### config.mk
export PLATFORM = sky130hd
export DESIGN_NAME = source_char_filter_nested_comments_core
export DESIGN_NICKNAME = d
export VERILOG_FILES = /design/src/scf_pkg.sv /design/src/source_char_filter_nested_comments_core.sv
export SDC_FILE = /design/constraint.sdc
export NUM_CORES = 1
export LEC_CHECK = 0
export ABC_AREA = 1
export BUFFER_PORTS_ARGS = -buffer_cell sky130_fd_sc_hd__buf_4
export CAP_MARGIN = 20
export CORE_ASPECT_RATIO = 1.2
export CORE_MARGIN = 4
export CORE_UTILIZATION = 24
export CTS_CLUSTER_DIAMETER = 50
export DETAILED_ROUTE_END_ITERATION = 6
export HOLD_SLACK_MARGIN = 0.15
export PLACE_DENSITY = 0.39
export SYNTH_ARGS = -nofsm -noshare
export SYNTH_HDL_FRONTEND = slang
export SYNTH_SLANG_ARGS = --single-unit
### constraint.sdc
create_clock -name clk -period 4.25 [get_ports clk]
set_input_delay 0.425 -clock clk [delete_from_list [all_inputs] [get_ports clk]]
set_output_delay 0.425 -clock clk [all_outputs]
set_load 0.005 [all_outputs]
### src/scf_pkg.sv
// ----------------------------------------------------------------------------
// scf_pkg
// Types and constants shared by the source character filter.
// ----------------------------------------------------------------------------
package scf_pkg;

  // Field widths fixed by the interface
  localparam int BYTE_W = 8;
  localparam int LINE_W = 24;
  localparam int MAX_RES = 3;
  localparam int RES_IDX_W = 2;

  // Character codes of interest
  localparam logic [BYTE_W-1:0] CH_SPACE = 8'h20;
  localparam logic [BYTE_W-1:0] CH_TAB   = 8'h09;
  localparam logic [BYTE_W-1:0] CH_CR    = 8'h0D;
  localparam logic [BYTE_W-1:0] CH_LF    = 8'h0A;
  localparam logic [BYTE_W-1:0] CH_COMMA = 8'h2C;
  localparam logic [BYTE_W-1:0] CH_SLASH = 8'h2F;
  localparam logic [BYTE_W-1:0] CH_STAR  = 8'h2A;
  localparam logic [BYTE_W-1:0] CH_NUL   = 8'h00;

  // Comment scanner phase: 2 is the idle phase inside a comment body,
  // 0 means a closing star-slash has just completed one level.
  localparam logic [1:0] PH_CLOSE = 2'd0;
  localparam logic [1:0] PH_BODY  = 2'd2;

  localparam logic [1:0] ON_OTHER [4] = '{2'd0, 2'd0, 2'd2, 2'd2};
  localparam logic [1:0] ON_STAR  [4] = '{2'd0, 2'd2, 2'd3, 2'd3};
  localparam logic [1:0] ON_SLASH [4] = '{2'd1, 2'd1, 2'd1, 2'd0};

  // Input request
  typedef struct packed {
    logic [BYTE_W-1:0] in_byte;
    logic              end_of_input;
  } in_item_t;

  // Result request
  typedef struct packed {
    logic [BYTE_W-1:0] out_byte;
    logic              is_end;
    logic              blank_before;
    logic              comment_before;
    logic [LINE_W-1:0] line_number;
    logic              comment_error;
    logic              last_of_run;
  } out_item_t;

endpackage

### src/source_char_filter_nested_comments_core.sv
// ----------------------------------------------------------------------------
// source_char_filter_nested_comments_core
// Filters raw source bytes into relevant characters with nested comments.
// ----------------------------------------------------------------------------
// One source byte is taken per request on the input channel. The byte is
// decoded combinationally against the filter state (pending comma, held
// slash, comment nesting, flags, line counter) and the zero to three result
// requests it causes are written into a three-entry result buffer, which
// drains one request per cycle on the output channel while out_ready is
// high. Ordinary text streams at one byte per clock while the output is
// ready; a byte that yields several results holds off the next byte while
// the buffer drains. The next byte is taken in the same cycle as the last
// buffered result leaves. Space, tab and CR are dropped, comments are
// skipped, and a comma continued to the next line is folded into a blank.
// Line numbers and nesting depth saturate.
// ----------------------------------------------------------------------------
module source_char_filter_nested_comments_core #(
  parameter int DEPTH_BITS = 8,
  parameter int LINE_BITS  = 24
) (
  input  logic                clk,
  input  logic                rst_n,
  input  logic                in_valid,
  output logic                in_ready,
  input  scf_pkg::in_item_t   in_data,
  output logic                out_valid,
  input  logic                out_ready,
  output scf_pkg::out_item_t  out_data
);

  localparam logic [DEPTH_BITS-1:0] DEPTH_MAX = {DEPTH_BITS{1'b1}};
  localparam logic [LINE_BITS-1:0]  LINE_MAX  = {LINE_BITS{1'b1}};

  // Filter state
  logic                  comma_pending_r, comma_pending_nxt;
  logic                  slash_held_r, slash_held_nxt;
  logic                  in_comment_r, in_comment_nxt;
  logic [1:0]            comment_phase_r, comment_phase_nxt;
  logic [DEPTH_BITS-1:0] nest_depth_r, nest_depth_nxt;
  logic                  blank_seen_r, blank_seen_nxt;
  logic                  comment_seen_r, comment_seen_nxt;
  logic                  la_blank_r, la_blank_nxt;
  logic                  la_comment_r, la_comment_nxt;
  logic [LINE_BITS-1:0]  line_count_r, line_count_nxt;

  // Result buffer
  scf_pkg::out_item_t    res_r [scf_pkg::MAX_RES];
  scf_pkg::out_item_t    res_nxt [scf_pkg::MAX_RES];
  logic [scf_pkg::RES_IDX_W-1:0] cnt_r, n_nxt;

  logic in_acc, out_acc;

  assign out_valid = (cnt_r != '0);
  assign out_data  = res_r[0];
  assign out_acc   = out_valid && out_ready;
  assign in_ready  = (cnt_r == '0) || ((cnt_r == scf_pkg::RES_IDX_W'(1)) && out_ready);
  assign in_acc    = in_valid && in_ready;

  // Build one result from the current flags
  function automatic scf_pkg::out_item_t mk_res(
    input logic [scf_pkg::BYTE_W-1:0] b,
    input logic                       e,
    input logic                       bl,
    input logic                       cm,
    input logic [LINE_BITS-1:0]       ln,
    input logic                       err
  );
    scf_pkg::out_item_t r;
    r.out_byte       = b;
    r.is_end         = e;
    r.blank_before   = bl;
    r.comment_before = cm;
    r.line_number    = scf_pkg::LINE_W'(ln);
    r.comment_error  = err;
    r.last_of_run    = 1'b0;
    return r;
  endfunction

  // Single-pass decode of one byte
  always_comb begin
    logic [scf_pkg::BYTE_W-1:0] c;
    logic                       do_plain;
    logic [1:0]                 st;
    logic                       err;

    c        = in_data.in_byte;
    do_plain = 1'b0;
    err      = 1'b0;
    st       = comment_phase_r;

    comma_pending_nxt = comma_pending_r;
    slash_held_nxt    = slash_held_r;
    in_comment_nxt    = in_comment_r;
    comment_phase_nxt = comment_phase_r;
    nest_depth_nxt    = nest_depth_r;
    blank_seen_nxt    = blank_seen_r;
    comment_seen_nxt  = comment_seen_r;
    la_blank_nxt      = la_blank_r;
    la_comment_nxt    = la_comment_r;
    line_count_nxt    = line_count_r;
    n_nxt             = '0;
    for (int i = 0; i < scf_pkg::MAX_RES; i++) begin
      res_nxt[i] = '0;
    end

    if (in_data.end_of_input) begin
      // End of input: close any comment, flush comma and slash, then marker
      err               = in_comment_r;
      in_comment_nxt    = 1'b0;
      comment_phase_nxt = scf_pkg::PH_BODY;
      nest_depth_nxt    = '0;
      if (comma_pending_nxt) begin
        res_nxt[n_nxt] = mk_res(scf_pkg::CH_COMMA, 1'b0, blank_seen_nxt,
                                comment_seen_nxt, line_count_nxt, 1'b0);
        n_nxt             = n_nxt + 1'b1;
        blank_seen_nxt    = la_blank_nxt;
        comment_seen_nxt  = la_comment_nxt;
        la_blank_nxt      = 1'b0;
        la_comment_nxt    = 1'b0;
        comma_pending_nxt = 1'b0;
      end
      if (slash_held_nxt) begin
        res_nxt[n_nxt] = mk_res(scf_pkg::CH_SLASH, 1'b0, blank_seen_nxt,
                                comment_seen_nxt, line_count_nxt, 1'b0);
        n_nxt            = n_nxt + 1'b1;
        blank_seen_nxt   = 1'b0;
        comment_seen_nxt = 1'b0;
        slash_held_nxt   = 1'b0;
      end
      res_nxt[n_nxt] = mk_res(scf_pkg::CH_NUL, 1'b1, blank_seen_nxt,
                              comment_seen_nxt, line_count_nxt, err);
      n_nxt            = n_nxt + 1'b1;
      blank_seen_nxt   = 1'b0;
      comment_seen_nxt = 1'b0;
    end else if (in_comment_r) begin
      // Inside a comment: step the phase table, track nesting
      if (c == scf_pkg::CH_STAR) begin
        st = scf_pkg::ON_STAR[st];
      end else if (c == scf_pkg::CH_SLASH) begin
        if ((st == scf_pkg::PH_BODY) && (nest_depth_r != DEPTH_MAX)) begin
          nest_depth_nxt = nest_depth_r + 1'b1;
        end
        st = scf_pkg::ON_SLASH[st];
      end else begin
        if ((c == scf_pkg::CH_LF) && (line_count_r != LINE_MAX)) begin
          line_count_nxt = line_count_r + 1'b1;
        end
        st = scf_pkg::ON_OTHER[st];
      end
      if (st == scf_pkg::PH_CLOSE) begin
        if (nest_depth_nxt == '0) begin
          in_comment_nxt = 1'b0;
        end else begin
          nest_depth_nxt = nest_depth_nxt - 1'b1;
        end
        st = scf_pkg::PH_BODY;
      end
      comment_phase_nxt = st;
    end else if (slash_held_r) begin
      // Held slash resolves: comment opener or a plain slash
      slash_held_nxt = 1'b0;
      if (c == scf_pkg::CH_STAR) begin
        in_comment_nxt    = 1'b1;
        comment_phase_nxt = scf_pkg::PH_BODY;
        nest_depth_nxt    = '0;
        if (comma_pending_r) begin
          la_comment_nxt = 1'b1;
        end else begin
          comment_seen_nxt = 1'b1;
        end
      end else begin
        if (comma_pending_nxt) begin
          res_nxt[n_nxt] = mk_res(scf_pkg::CH_COMMA, 1'b0, blank_seen_nxt,
                                  comment_seen_nxt, line_count_nxt, 1'b0);
          n_nxt             = n_nxt + 1'b1;
          blank_seen_nxt    = la_blank_nxt;
          comment_seen_nxt  = la_comment_nxt;
          la_blank_nxt      = 1'b0;
          la_comment_nxt    = 1'b0;
          comma_pending_nxt = 1'b0;
        end
        res_nxt[n_nxt] = mk_res(scf_pkg::CH_SLASH, 1'b0, blank_seen_nxt,
                                comment_seen_nxt, line_count_nxt, 1'b0);
        n_nxt            = n_nxt + 1'b1;
        blank_seen_nxt   = 1'b0;
        comment_seen_nxt = 1'b0;
        do_plain         = 1'b1;
      end
    end else begin
      do_plain = 1'b1;
    end

    // Ordinary byte outside a comment
    if (do_plain) begin
      case (c)
        scf_pkg::CH_SPACE, scf_pkg::CH_TAB: begin
          if (comma_pending_nxt) begin
            la_blank_nxt = 1'b1;
          end else begin
            blank_seen_nxt = 1'b1;
          end
        end
        scf_pkg::CH_CR: begin
        end
        scf_pkg::CH_LF: begin
          if (comma_pending_nxt) begin
            // continuation: comma and newline fold into a blank
            comma_pending_nxt = 1'b0;
            la_blank_nxt      = 1'b0;
            la_comment_nxt    = 1'b0;
            blank_seen_nxt    = 1'b1;
          end else begin
            res_nxt[n_nxt] = mk_res(scf_pkg::CH_LF, 1'b0, blank_seen_nxt,
                                    comment_seen_nxt, line_count_nxt, 1'b0);
            n_nxt            = n_nxt + 1'b1;
            blank_seen_nxt   = 1'b0;
            comment_seen_nxt = 1'b0;
          end
          if (line_count_nxt != LINE_MAX) begin
            line_count_nxt = line_count_nxt + 1'b1;
          end
        end
        scf_pkg::CH_COMMA: begin
          if (comma_pending_nxt) begin
            res_nxt[n_nxt] = mk_res(scf_pkg::CH_COMMA, 1'b0, blank_seen_nxt,
                                    comment_seen_nxt, line_count_nxt, 1'b0);
            n_nxt            = n_nxt + 1'b1;
            blank_seen_nxt   = la_blank_nxt;
            comment_seen_nxt = la_comment_nxt;
          end
          comma_pending_nxt = 1'b1;
          la_blank_nxt      = 1'b0;
          la_comment_nxt    = 1'b0;
        end
        scf_pkg::CH_SLASH: begin
          slash_held_nxt = 1'b1;
        end
        default: begin
          if (comma_pending_nxt) begin
            res_nxt[n_nxt] = mk_res(scf_pkg::CH_COMMA, 1'b0, blank_seen_nxt,
                                    comment_seen_nxt, line_count_nxt, 1'b0);
            n_nxt             = n_nxt + 1'b1;
            blank_seen_nxt    = la_blank_nxt;
            comment_seen_nxt  = la_comment_nxt;
            la_blank_nxt      = 1'b0;
            la_comment_nxt    = 1'b0;
            comma_pending_nxt = 1'b0;
          end
          res_nxt[n_nxt] = mk_res(c, 1'b0, blank_seen_nxt, comment_seen_nxt,
                                  line_count_nxt, 1'b0);
          n_nxt            = n_nxt + 1'b1;
          blank_seen_nxt   = 1'b0;
          comment_seen_nxt = 1'b0;
        end
      endcase
    end

    // Mark the final result of this byte
    if (n_nxt != '0) begin
      res_nxt[n_nxt - 1'b1].last_of_run = 1'b1;
    end
  end

  // Filter state registers
  always_ff @(posedge clk) begin
    if (!rst_n) begin
      comma_pending_r <= 1'b0;
      slash_held_r    <= 1'b0;
      in_comment_r    <= 1'b0;
      comment_phase_r <= scf_pkg::PH_BODY;
      nest_depth_r    <= '0;
      blank_seen_r    <= 1'b0;
      comment_seen_r  <= 1'b0;
      la_blank_r      <= 1'b0;
      la_comment_r    <= 1'b0;
      line_count_r    <= LINE_BITS'(1);
    end else if (in_acc) begin
      comma_pending_r <= comma_pending_nxt;
      slash_held_r    <= slash_held_nxt;
      in_comment_r    <= in_comment_nxt;
      comment_phase_r <= comment_phase_nxt;
      nest_depth_r    <= nest_depth_nxt;
      blank_seen_r    <= blank_seen_nxt;
      comment_seen_r  <= comment_seen_nxt;
      la_blank_r      <= la_blank_nxt;
      la_comment_r    <= la_comment_nxt;
      line_count_r    <= line_count_nxt;
    end
  end

  // Result buffer count
  always_ff @(posedge clk) begin
    if (!rst_n) begin
      cnt_r <= '0;
    end else if (in_acc) begin
      cnt_r <= n_nxt;
    end else if (out_acc) begin
      cnt_r <= cnt_r - 1'b1;
    end
  end

  // Result buffer payload: load on a new byte, shift on each delivery
  always_ff @(posedge clk) begin
    if (in_acc) begin
      for (int i = 0; i < scf_pkg::MAX_RES; i++) begin
        res_r[i] <= res_nxt[i];
      end
    end else if (out_acc) begin
      for (int i = 0; i < scf_pkg::MAX_RES - 1; i++) begin
        res_r[i] <= res_r[i+1];
      end
    end
  end

`ifndef SYNTH
  // Only the final buffered result closes a run
  a_last_only_at_tail: assert property (@(posedge clk) disable iff (!rst_n)
    out_valid |-> (out_data.last_of_run == (cnt_r == scf_pkg::RES_IDX_W'(1))))
    else $error("last_of_run does not match buffer tail");

  // Error flag only travels on the end marker
  a_err_on_end: assert property (@(posedge clk) disable iff (!rst_n)
    (out_valid && out_data.comment_error) |-> out_data.is_end)
    else $error("comment_error outside end marker");

  // A new byte is never taken while more than one result is still queued
  a_no_overrun: assert property (@(posedge clk) disable iff (!rst_n)
    in_acc |-> ((cnt_r == '0) || (out_acc && (cnt_r == scf_pkg::RES_IDX_W'(1)))))
    else $error("result buffer overrun");

  // Line counter never drops to zero
  a_line_nonzero: assert property (@(posedge clk) disable iff (!rst_n)
    line_count_r != '0)
    else $error("line counter reached zero");
`endif

endmodule

==> summary.md <==
| Metric | Value |
|---|---|
| Clk Tree Root Cell | clkbuf_16 |
| Fmax | approximately 270 MHz |
| Synth warn | 0 |
| Post-synthesis simple-gate area fraction | between 30 and 40% |
| Max incr delay on CP | slightly above 400 ps |
| Global Route Usage Sum | ~17% |
| Drt total wl | around 43000 um |
| Met3 Use GR | 2.53% |
| Post-synthesis sequential area ratio | 38.1% |
| Max H-tree Level | 4 |
| Synth Area in Adders | between 2 and 2.5% |
| Proportion of synthesized area in mux cells | 0% |
| Drt drc | 0 |
| Worst-path maximum fanout | 12 |
| Peak VDD IR | about 330 uV |
| Area grow syn2layout | 13.7% |
| Final Wtd Congestion | 0.907 |
| Worst-Skew Late Latency | approximately 450 ps |
| Commonest cells post-synth | nand2_1 (313), inv_1 (205), nor2_1 (159) |
| Most common cell in the netlist | nand2_1 |
| # resized after CTS | 0 |
| Final Max Tran Viols | 0 |
| Setup Viol. Count Final | 0 |
| Yosys reg bits | 154 |
| Initial detailed-routing violation count | approximately 840 |
| Crit path time final | between 3000 and 4000 ps |
| Core area | roughly 45000 um2 |
| # Post-CTS Setup Buffers | 0 |
| DIE HEIGHT | 243 um |
| Main combinational cell family by area after synthesis | simple AND/OR/NAND/NOR gates |
| Diode count | 0 |
| Setup Skew | around 12 ps |
| Syn nets | between 1500 and 2000 |
| Vias | 10800 |
| First drt pass iteration count | 5 |
| Met2 Track Usage GR | 28.0% |
| Area leader, netlist | edfxtp_1 |
| Cells after Synth | between 1500 and 2000 |
| LEAKAGE | 0.00508 uW |
| CTS buffer count | 17 |
| Gate power share | between 30 and 40% |
| Worst-path clk slew | approximately 70 ps |
| Setup crit end kind | register |
| I/O Buffers | 51 |
| Total Neg Setup Slack | 0 ps |
| Top FF cell, synth | edfxtp_1 |
| Unrepaired setup endpoints after global routing | false |
| Hold path start | in_data[7] |
| Critical path type | register to register |
| IO Count | 52 |
| ANT nets after route | 0 |
| CTS tree | built |
| Fill count | roughly 5000 |
| Post-DR vias/cell | between 4 and 5 |
| Vias in the first global route | 10300 |
| CP max-delay cell | ha_1 |
| Slew Limit Headroom | approximately 35% |
| Hold path cells | 3 |
| Number of cell rows | 85 |
| Synth top area share | 30.3% |
| Worst endpoint required time | between 4000 and 5000 ps |
| Nets@finish | around 1600 |
| Reg2reg start | comma_pending_r |
| Share of cells above drive strength 1 | 13.1% |
| Hold crit path type | input port to register |
| Synth unique cells | 55 |
| Max Cap Viol | 0 |
| Power share of the clock group | between 20% and 30% |
| Pint | approximately 4000 uW |
| Synth Area in Compound Gates | 16.0% |
| Synth top area cells | edfxtp_1 (30%), nand2_1 (11%), dfxtp_1 (7.8%) |
| Hold buffers post-CTS | 0 |
| First-pass GRT wire length | approximately 65000 um |
| Net load switching power | around 3000 uW |
| CP arrival | ~4000 ps |
| Setup slack, reg-to-reg | 570 ps |
| Die area | between 40000 and 50000 um2 |
| Crit start category | register |
| Hold endpoint | res_r[1][35] |
| Inst Count DP | roughly 2100 |
| Synth async-reset ratio | 0% |
| Crit-path cells | inv_1 -> ha_1 -> nor2_1 -> a21oi_1 -> ha_1 -> o21ai_0 -> inv_1 -> ha_1 -> clkinv_1 -> nor2_1 -> nor3_1 -> nor2_1 -> nand2_2 -> nand2_1 -> o221ai_1 -> o21ai_0 -> inv_1 |
| Dpl hpwl | 32200 um |
| Sw Share | between 40% and 50% |
| Sequential share of power | between 30 and 40% |
| Status | finished, final reports clean |
| Die X | between 200 and 250 um |
| Max clock buf depth | 2 |
| Worst Reg-to-Reg Cells | 17 |
| Post-synth EDFFs | approximately 110 |
| Slew @ Worst Pin | between 900 and 1000 ps |
| R2r endpoint | res_r[0][54] |
| Power per standard cell area | roughly 560 nW/um2 |
| Largest net degree at the start of global routing | 75 |
| XOR/XNOR Fraction of Synth Area | less than 1% |
| Drt wl/cell | approximately 20 um |
| Global-route layer with the greatest usage | met2 |
| GRT overflow | 0 |
| Crit share post-route | between 80% and 90% |
| Avg Cell Area, Syn | just over 7 um2 |
| Antenna violations before repair | 0 |
| Initial Util | between 20 and 25% |
| Clock sink count | roughly 150 |
| M1 GR Usage | between 20% and 30% |
| Synth Cell Area | between 10000 and 15000 um2 |
| Layout Cells excl Fill | about 2200 |
| Final Hold Violating Endpoints | 0 |
| Total power | 7060 uW |
## cell usage in the layout, fill, tap and decap left out, drive strengths merged, types with 17 or more instances in the layout
cell type / count
nand2: 339
inv: 225
nor2: 189
nand3: 134
edfxtp: 111
o21ai: 108
a21oi: 100
buf: 89
nand4: 49
dfxtp: 43
o22ai: 26
a31oi: 20
ha: 18
clkbuf: 17
nor3: 17
## power by group through the flow
| stage | Clock, uW | Sequential [uW] | Combinational, uW |
|---|---|---|---|
| 6_report | 1610 | 2640 | 2810 |
| 4_1_cts | 1660 | 2650 | 2820 |
| 3_3_place_gp | 0 | 2680 | 2810 |
| 5_1_grt | 1700 | 2700 | 3110 |
| 3_5_place_dp | 0 | 2680 | 2820 |
| 2_1_floorplan | 0 | 2590 | 1850 |
## stage by stage
step	util [%]	hold slack, ps	cell area, um2	setup WS [ps]
4_1_cts	27.7	294	12500	626
3_3_place_gp	26.4	458	11900	380
5_1_grt	27.7	341	12500	263
2_1_floorplan	-	445	11000	662
3_5_place_dp	26.4	462	11900	253
6_report	27.7	318	12500	566
## layout make-up
type	instances	area, um2	share of cell area (%)
Multi-Input combinational cell	1070	5430	43.4
Sequential cell	154	4190	33.5
Inverter	222	836	6.68
Tap cell	609	762	6.09
Timing Repair Buffer	89	706	5.64
Clock buffer	17	425	3.40
Clock inverter	15	164	1.31
## state kept, by name, summed over array words and instances (netlist names)
name,count
blank_seen_r,1
cnt_r,2
comma_pending_r,1
comment_phase_r,2
comment_seen_r,1
in_comment_r,1
la_blank_r,1
la_comment_r,1
line_count_r,24
nest_depth_r,8
res_r,111
slash_held_r,1
## kinds of logic after synthesis
group,count (synthesis)
flip-flops,154
AND/OR/NAND/NOR,736
XOR/XNOR,10
AO/OA/AOI/OAI,306
adder cells (fa/ha/maj),18
buffers and inverters,318
## routing by layer
layer / vias up / share of wire [%]
met1: 5250 / 46
met5: - / 0
met3: 50 / 5.1
li1: 5182 / -
met4: 0 / 1.8
met2: 331 / 47
## critical path: cells and delay by family, from the launching register on
kind,cells,cell delay (ps)
fa+ha+maj,3,940
buf+inv,4,350
simple gates,6,1010
compound gates,4,920
flops,1,330
## worst max path at each step
stage	start	to	slack [ps]	depth (start not counted)
after floorplan	in_data[5]	res_r[0][59]	660	23
after global placement	in_data[3]	res_r[0][54]	380	24
after detailed placement	in_data[3]	res_r[0][48]	250	23
after CTS	comma_pending_r	res_r[0][54]	630	17
after global routing	line_count_r[0]	line_count_r[0]	260	19
final	comma_pending_r	res_r[0][54]	570	17
Power figures use the tool's default switching activity.
